### src/hw/rtl/ptrc_pkg.sv
// Package for the packet traffic rate counter: word layouts, command codes,
// bucket entry layout and the controller/datapath command and status types.
// No dependencies.
package ptrc_pkg;

  localparam int TS_W   = 64;
  localparam int CNT_W  = 64;
  localparam int BYTE_W = 32;

  localparam logic [1:0] CMD_RECORD   = 2'd0;
  localparam logic [1:0] CMD_SNAPSHOT = 2'd1;
  localparam logic [1:0] CMD_CLEAR    = 2'd2;

  // The constant divider retires this many dividend bits per cycle.
  localparam int DIV_BITS   = 4;
  localparam int DIV_CYCLES = TS_W / DIV_BITS;
  localparam int DIV_CNT_W  = $clog2(DIV_CYCLES);

  typedef struct packed {
    logic [1:0]        cmd;
    logic              direction;
    logic [BYTE_W-1:0] byte_count;
    logic [TS_W-1:0]   now_ms;
  } in_word_t;

  typedef struct packed {
    logic [TS_W-1:0]  captured_ms;
    logic [CNT_W-1:0] in_packets_total;
    logic [CNT_W-1:0] out_packets_total;
    logic [CNT_W-1:0] in_bytes_total;
    logic [CNT_W-1:0] out_bytes_total;
    logic [CNT_W-1:0] in_packets_window;
    logic [CNT_W-1:0] out_packets_window;
    logic [CNT_W-1:0] in_bytes_window;
    logic [CNT_W-1:0] out_bytes_window;
  } out_word_t;

  typedef struct packed {
    logic [TS_W-1:0]  start;
    logic [CNT_W-1:0] in_packets;
    logic [CNT_W-1:0] out_packets;
    logic [CNT_W-1:0] in_bytes;
    logic [CNT_W-1:0] out_bytes;
  } bkt_t;

  localparam int BKT_W = $bits(bkt_t);

  typedef struct packed {
    logic load;      // capture the input word, prime divider and accumulators
    logic clr;       // zero totals and invalidate every bucket
    logic div_step;  // retire DIV_BITS dividend bits
    logic rec_rd;    // read the bucket selected by the record timestamp
    logic rec_upd;   // update totals and write the bucket back
    logic scan_rd;   // read the next bucket of a snapshot scan
    logic emit;      // load the output word
  } dp_cmd_t;

  typedef struct packed {
    logic scan_last;
  } dp_stat_t;

endpackage

### src/hw/rtl/ptrc_ctrl.sv
// Controller state machine of the packet traffic rate counter.
// Depends on ptrc_pkg for command codes and the datapath command/status types.
module ptrc_ctrl (
  input  logic              clk,
  input  logic              rst_n,
  input  logic              start,
  input  logic [1:0]        in_cmd,
  output logic              busy,
  output logic              out_valid,
  output ptrc_pkg::dp_cmd_t dp_cmd,
  input  ptrc_pkg::dp_stat_t dp_stat
);

  localparam logic [2:0] ST_IDLE = 3'd0;
  localparam logic [2:0] ST_DIV  = 3'd1;
  localparam logic [2:0] ST_RD   = 3'd2;
  localparam logic [2:0] ST_UPD  = 3'd3;
  localparam logic [2:0] ST_SCAN = 3'd4;
  localparam logic [2:0] ST_DRN1 = 3'd5;
  localparam logic [2:0] ST_DRN2 = 3'd6;
  localparam logic [2:0] ST_EMIT = 3'd7;

  logic [2:0]                     state_r, state_nxt;
  logic [ptrc_pkg::DIV_CNT_W-1:0] cnt_r, cnt_nxt;
  logic                           out_valid_r;

  always_comb begin
    state_nxt = state_r;
    cnt_nxt   = cnt_r;
    dp_cmd    = '0;
    unique case (state_r)
      ST_IDLE: begin
        if (start) begin
          unique case (in_cmd)
            ptrc_pkg::CMD_RECORD: begin
              dp_cmd.load = 1'b1;
              cnt_nxt     = '0;
              state_nxt   = ST_DIV;
            end
            ptrc_pkg::CMD_SNAPSHOT: begin
              dp_cmd.load = 1'b1;
              state_nxt   = ST_SCAN;
            end
            ptrc_pkg::CMD_CLEAR: begin
              dp_cmd.clr = 1'b1;
            end
            default: begin
            end
          endcase
        end
      end
      ST_DIV: begin
        dp_cmd.div_step = 1'b1;
        cnt_nxt         = cnt_r + 1'b1;
        if (cnt_r == ptrc_pkg::DIV_CNT_W'(ptrc_pkg::DIV_CYCLES - 1)) begin
          state_nxt = ST_RD;
        end
      end
      ST_RD: begin
        dp_cmd.rec_rd = 1'b1;
        state_nxt     = ST_UPD;
      end
      ST_UPD: begin
        dp_cmd.rec_upd = 1'b1;
        state_nxt      = ST_IDLE;
      end
      ST_SCAN: begin
        dp_cmd.scan_rd = 1'b1;
        if (dp_stat.scan_last) begin
          state_nxt = ST_DRN1;
        end
      end
      ST_DRN1: begin
        state_nxt = ST_DRN2;
      end
      ST_DRN2: begin
        state_nxt = ST_EMIT;
      end
      ST_EMIT: begin
        dp_cmd.emit = 1'b1;
        state_nxt   = ST_IDLE;
      end
    endcase
  end

  always_ff @(posedge clk) begin
    if (!rst_n) begin
      state_r     <= ST_IDLE;
      cnt_r       <= '0;
      out_valid_r <= 1'b0;
    end else begin
      state_r     <= state_nxt;
      cnt_r       <= cnt_nxt;
      out_valid_r <= (state_r == ST_EMIT);
    end
  end

  assign busy      = (state_r != ST_IDLE);
  assign out_valid = out_valid_r;

endmodule

### config.mk
export PLATFORM = sky130hd
export DESIGN_NAME = ptrc_ctrl
export DESIGN_NICKNAME = d
export VERILOG_FILES = /design/src/hw/rtl/ptrc_pkg.sv /design/src/hw/rtl/ptrc_ctrl.sv
export SDC_FILE = /design/constraint.sdc
export NUM_CORES = 1
export LEC_CHECK = 0
export ABC_AREA = 1
export BUFFER_PORTS_ARGS = -buffer_cell sky130_fd_sc_hd__buf_2
export CAP_MARGIN = 20
export CORE_AREA = 2 2 39 41
export DETAILED_ROUTE_END_ITERATION = 12
export DIE_AREA = 0 0 41 43
export SETUP_SLACK_MARGIN = 0.2
export SYNTH_ARGS = -nofsm -noshare
export SYNTH_HDL_FRONTEND = slang
export SYNTH_SLANG_ARGS = --single-unit
### constraint.sdc
create_clock -name clk -period 1.11 [get_ports clk]
set_input_delay 0.111 -clock clk [delete_from_list [all_inputs] [get_ports clk]]
set_output_delay 0.111 -clock clk [all_outputs]
set_load 0.01 [all_outputs]
[Word level (Yosys, flattened, before mapping)]
Cells that the tools add are included.
Cells by class
  $add $sub $neg: 1
  eq/ne operators: 15
  mux-type cells: 17
  reduce and logical (&&, ||, !) cells: 8
Operators with widths (count)
  3-bit one-hot mux with 7 select lines: 1
  3-bit equality test, second input constant: 4
  3-bit 2-to-1 mux: 3
  4-bit 2-to-1 mux: 2
  4-bit one-hot mux with 2 select lines: 1
  1-bit 2-to-1 mux: 7
  3-bit by 2-bit equality test with 1-bit output, second input constant: 2
  2-bit != test, second input constant: 3
  3-bit one-hot mux with 2 select lines: 1
  4-bit by 1-bit adder with 4-bit output, second input constant: 1
  4-bit equality test, second input constant: 1
  2-bit 2-to-1 mux: 2
  4-bit AND reduction: 1
  2-bit OR reduction: 2
  3-bit by 1-bit equality test with 1-bit output, second input constant: 1
  3-bit zero test: 1
  3-bit by 1-bit != test with 1-bit output, second input constant: 1
  3-bit AND reduction: 1
  3-bit nonzero test: 1
  2-bit by 1-bit equality test with 1-bit output, second input constant: 1
  2-bit equality test, second input constant: 1
  2-bit zero test: 1
  2-bit by 1-bit != test with 1-bit output, second input constant: 1
  2-bit nonzero test: 1
Word-level totals
  register bits: 8
  output and inout bits: 9
  word-level logic and storage cells: 44

[Logic depth before layout (Yosys ltp)]
  depth after elaboration: 5
  mapped depth: 8
  mapped depth without buffers: 8

[Least setup slack after synthesis]
No wires, ideal clock.
  path kind: reg-to-output
  start: register state_r[0]
  end: output port dp_cmd[5] in the netlist's numbering
  arrival: 0.972 ns
  data required time: 0.999 ns
  slack: 0.027 ns
  cell stages (with the launch flop): 5
  cells stage by stage: dfxtp_1 > buf_4 > inv_1 > nand2_2 > nor4_1
RTL lines
  start: declaration: RTL line ptrc_ctrl.sv:23  | logic [2:0] state_r, state_nxt;
  start signal: assignment: RTL line ptrc_ctrl.sv:92  | state_r <= state_nxt;
  end: declaration: RTL line ptrc_ctrl.sv:10  | output ptrc_pkg::dp_cmd_t dp_cmd,

==> results.py <==
metrics = {
    "worst_setup_path": {
        "cp_top_family": "flip-flops",
        "end_kind": "primary output",
        "worst-path-max-fanout": 3,
        "cp_data_required_time_ns": 1.00,
        "slowest_stage": "dfxtp_4",
        "timing.rr.start": "state_r[1]",
        "path_cells": "nor2_4 > nand2_4 > buf_6 > nor3_2 > buf_2",
        "cp.depth": 5,
        "slowest_delay_ns": 0.35,
        "worst_r2r_endpoint": "state_r[0]",
        "ff2ff_setup_slack_ns": -0.13,
        "crit_path_start_kind": "register",
        "ff2ff_path_depth": 8,
        "crit_type": "reg2out",
        "path_buf_inv": 2,
        "arrival_ns": 1.15,
    },
    "yosys": {
        "syn_nets": 83,
        "synthSimpleGateAreaFrac_pct": 40.9,
        "syn-instance-count": 76,
        "ys_ff_latch": 8,
        "yosysTopAreaCell": "dfxtp_1",
        "synth_area_sq_um": 477,
        "synthDistinctLibCells": 18,
        "ys_seq_area_share_pct": 33.6,
        "yosysTopAreaCellShare_pct": 33.6,
        "synth-xor-area-share_pct": 1.84,
        "synth_mux_area_share_pct": 0,
        "synth_compound_area_share_pct": 9.97,
        "synth_area_leaders": "dfxtp_1, nand2_1, nor2_1",
        "yosys_warnings": 0,
        "synth_fa_ha_area_share_pct": 2.62,
        "synth.avg_cell_area_sq_um": 6.27,
        "synth_top_family_by_area": "simple AND/OR/NAND/NOR gates",
    },
    "floorplan": {
        "core_sq_um": 1380,
        "die_height_microns": 43,
        "dieArea_sq_um": 1760,
        "ios": 15,
        "die_width_microns": 41,
        "rows": 14,
        "initial_core_util_pct": 34.4,
    },
    "layout": {
        "fin_area_sq_um": 766,
        "utilization_pct": 55.3,
        "fill_cells": 137,
        "fin_nets": 113,
        "final_layout_size_suffix_gt1_share_pct": 50.0,
        "syn2layout_area_growth_pct": 60.6,
        "n_antenna_cell": 0,
        "final_cell_count_no_fill": 120,
    },
    "job": {
        "maxCapViolCount": 0,
    },
    "placement": {
        "placed_area_sq_um": 633,
        "placed_cells": 110,
        "gp_congestion": 0.733,
        "io_buffers": 14,
        "hpwl_microns": 838,
    },
    "sta": {
        "hold_viol": 0,
        "worst_slack_ns": -0.149,
        "fmax_mhz": 794,
        "worst_pin_slew_ns": 0.366,
        "slew-limit-headroom_pct": 75.5,
        "drv_slew": 0,
        "fin_worst_skew_ns": 0.00537,
        "fin_crit_ns": 1.26,
        "rsz0062_at_grt": "yes",
        "timing.final.crit_share_pct": 113,
        "setup_viol": 15,
    },
    "drt": {
        "wirelength_met1_microns": 547,
        "antenna_left": 0,
        "dr.first_iter.drc_count": 5,
        "drc": 0,
        "wl_met3_microns": 39,
        "wl_per_cell_microns": 9.59,
        "routed_wl_mm": 1.15,
        "wl_met2_microns": 531,
        "firstDrtPassIters": 4,
        "top_layer_used": "met4",
        "vias": 535,
        "viasPerCell": 4.46,
    },
    "grt": {
        "grt_pass1_wl_mm": 1.72,
        "gr-usage-all-layers_pct": 14.7,
        "antenna_found_initial": 0,
        "grt_pass1_vias": 457,
        "overflow": 0,
        "grt_max_degree": 9,
    },
    "outcome": {
        "status": "complete, but fails checks",
        "violations": "negative setup slack",
    },
    "power_and_ir_drop": {
        "peakVddDrop_v": 0.000709,
        "p_leak_nw": 0.387,
        "powerDensity_nw_per_um2": 1770,
    },
    "clock_network": {
        "clkTransAtPathRegs_ns": 0.05,
        "hold_buffers": 0,
        "root_buffer": "clkbuf_4",
        "cts_tree": "done",
        "clock_latency_ns": 0.26,
        "clkSinkCount": 8,
        "ctsHtreeMaxLevel": 1,
        "cts_buffers": 3,
        "cts_buffer_depth": 2,
    },
    "hold_path": {
        "hold_end": "state_r[1]",
        "min_from": "rst_n",
        "min_path_cells": 3,
        "hold_path_class": "in2reg",
    },
}
## tightest hold or removal path: cells and delay by family
kind / cells / cell delay [ns]
AND/OR/NAND/NOR: 1 / 0.10
buffers and inverters: 2 / 0.18
## registers in the layout, summed over array words and instances (netlist names)
name,cells
cnt_r,4
out_valid,1
state_r,3
## worst max path at each step
stage | from | to | slack [ns]
after detailed placement | state_r[0] | state_r[1] | 0.002
after global placement | state_r[0] | cnt_r[0] | -0.008
after global routing | state_r[2] | cnt_r[3] | -0.24
after CTS | state_r[2] | dp_cmd[6] | -0.15
after floorplan | cnt_r[1] | state_r[0] | 0.08
final | state_r[1] | dp_cmd[6] | -0.15
## cell families after synthesis
group,count (synthesis)
simple gates,44
buf+inv,13
compound gates,9
flops,8
xor+xnor,1
fa+ha+maj,1
## through the flow
| stage | TNS [ns] | total power, W | hold slack (ns) | setup slack, ns |
|---|---|---|---|---|
| final | -1.33 | 0.00135 | 0.182 | -0.149 |
| after global routing | -2.45 | 0.00147 | 0.236 | -0.241 |
| after CTS | -0.992 | 0.00131 | 0.202 | -0.154 |
| after detailed placement | 0 | 0.000915 | 0.480 | 0.00163 |
| after global placement | -0.00806 | 0.000911 | 0.473 | -0.00806 |
| after floorplan | 0 | 0.000755 | 0.255 | 0.0750 |
## synthesized netlist by cell type, drive strengths merged
cell type,number
nand2,16
nor2,18
xor2,1
or2,1
nand3,6
dfxtp,8
ha,1
buf,1
nor3,2
o21ai,2
o211ai,1
inv,12
nor4,1
a21oi,6
## repair_timing
item | 4_1_cts | 5_1_grt
setup endpoints to repair | 15 | 15
pin swaps | 6 | 10
buffers inserted | 5 | 2
gates cloned | 0 | 0
resized for setup | 10 | 7
## per-layer routing
layer | vias to the layer above | global-route usage [%]
met5 | - | 0
li1 | 295 | -
met1 | 221 | 17.8
met2 | 14 | 21.9
met4 | 0 | 10.0
met3 | 5 | 3.14
## where the power goes
part           internal [W]  total (W)  switching (W)
Combinational      0.000361   0.000723       0.000362
Sequential         0.000340   0.000399      0.0000598
Clock              0.000124   0.000230       0.000105
## cells in the final DEF, fill, tap and decap left out, drive strengths merged
cell type	count
ha	1
o21ai	2
clkbuf	3
or2	1
dfxtp	8
xor2	1
o211ai	1
nand3	6
nand2	16
inv	12
buf	26
nor4	1
nor3	2
a21oi	6
nor2	18
## area by class of cell
| class | count | area [sq um] | share of cell area [%] |
|---|---|---|---|
| Inverter | 12 | 47.5 | 6.21 |
| Tap cell | 16 | 20.0 | 2.61 |
| Multi-Input combinational cell | 55 | 324 | 42.3 |
| Clock buffer | 3 | 22.5 | 2.94 |
| Sequential cell | 8 | 171 | 22.4 |
| Timing Repair Buffer | 26 | 180 | 23.5 |
Note: power is estimated with default switching activity, not from simulation.
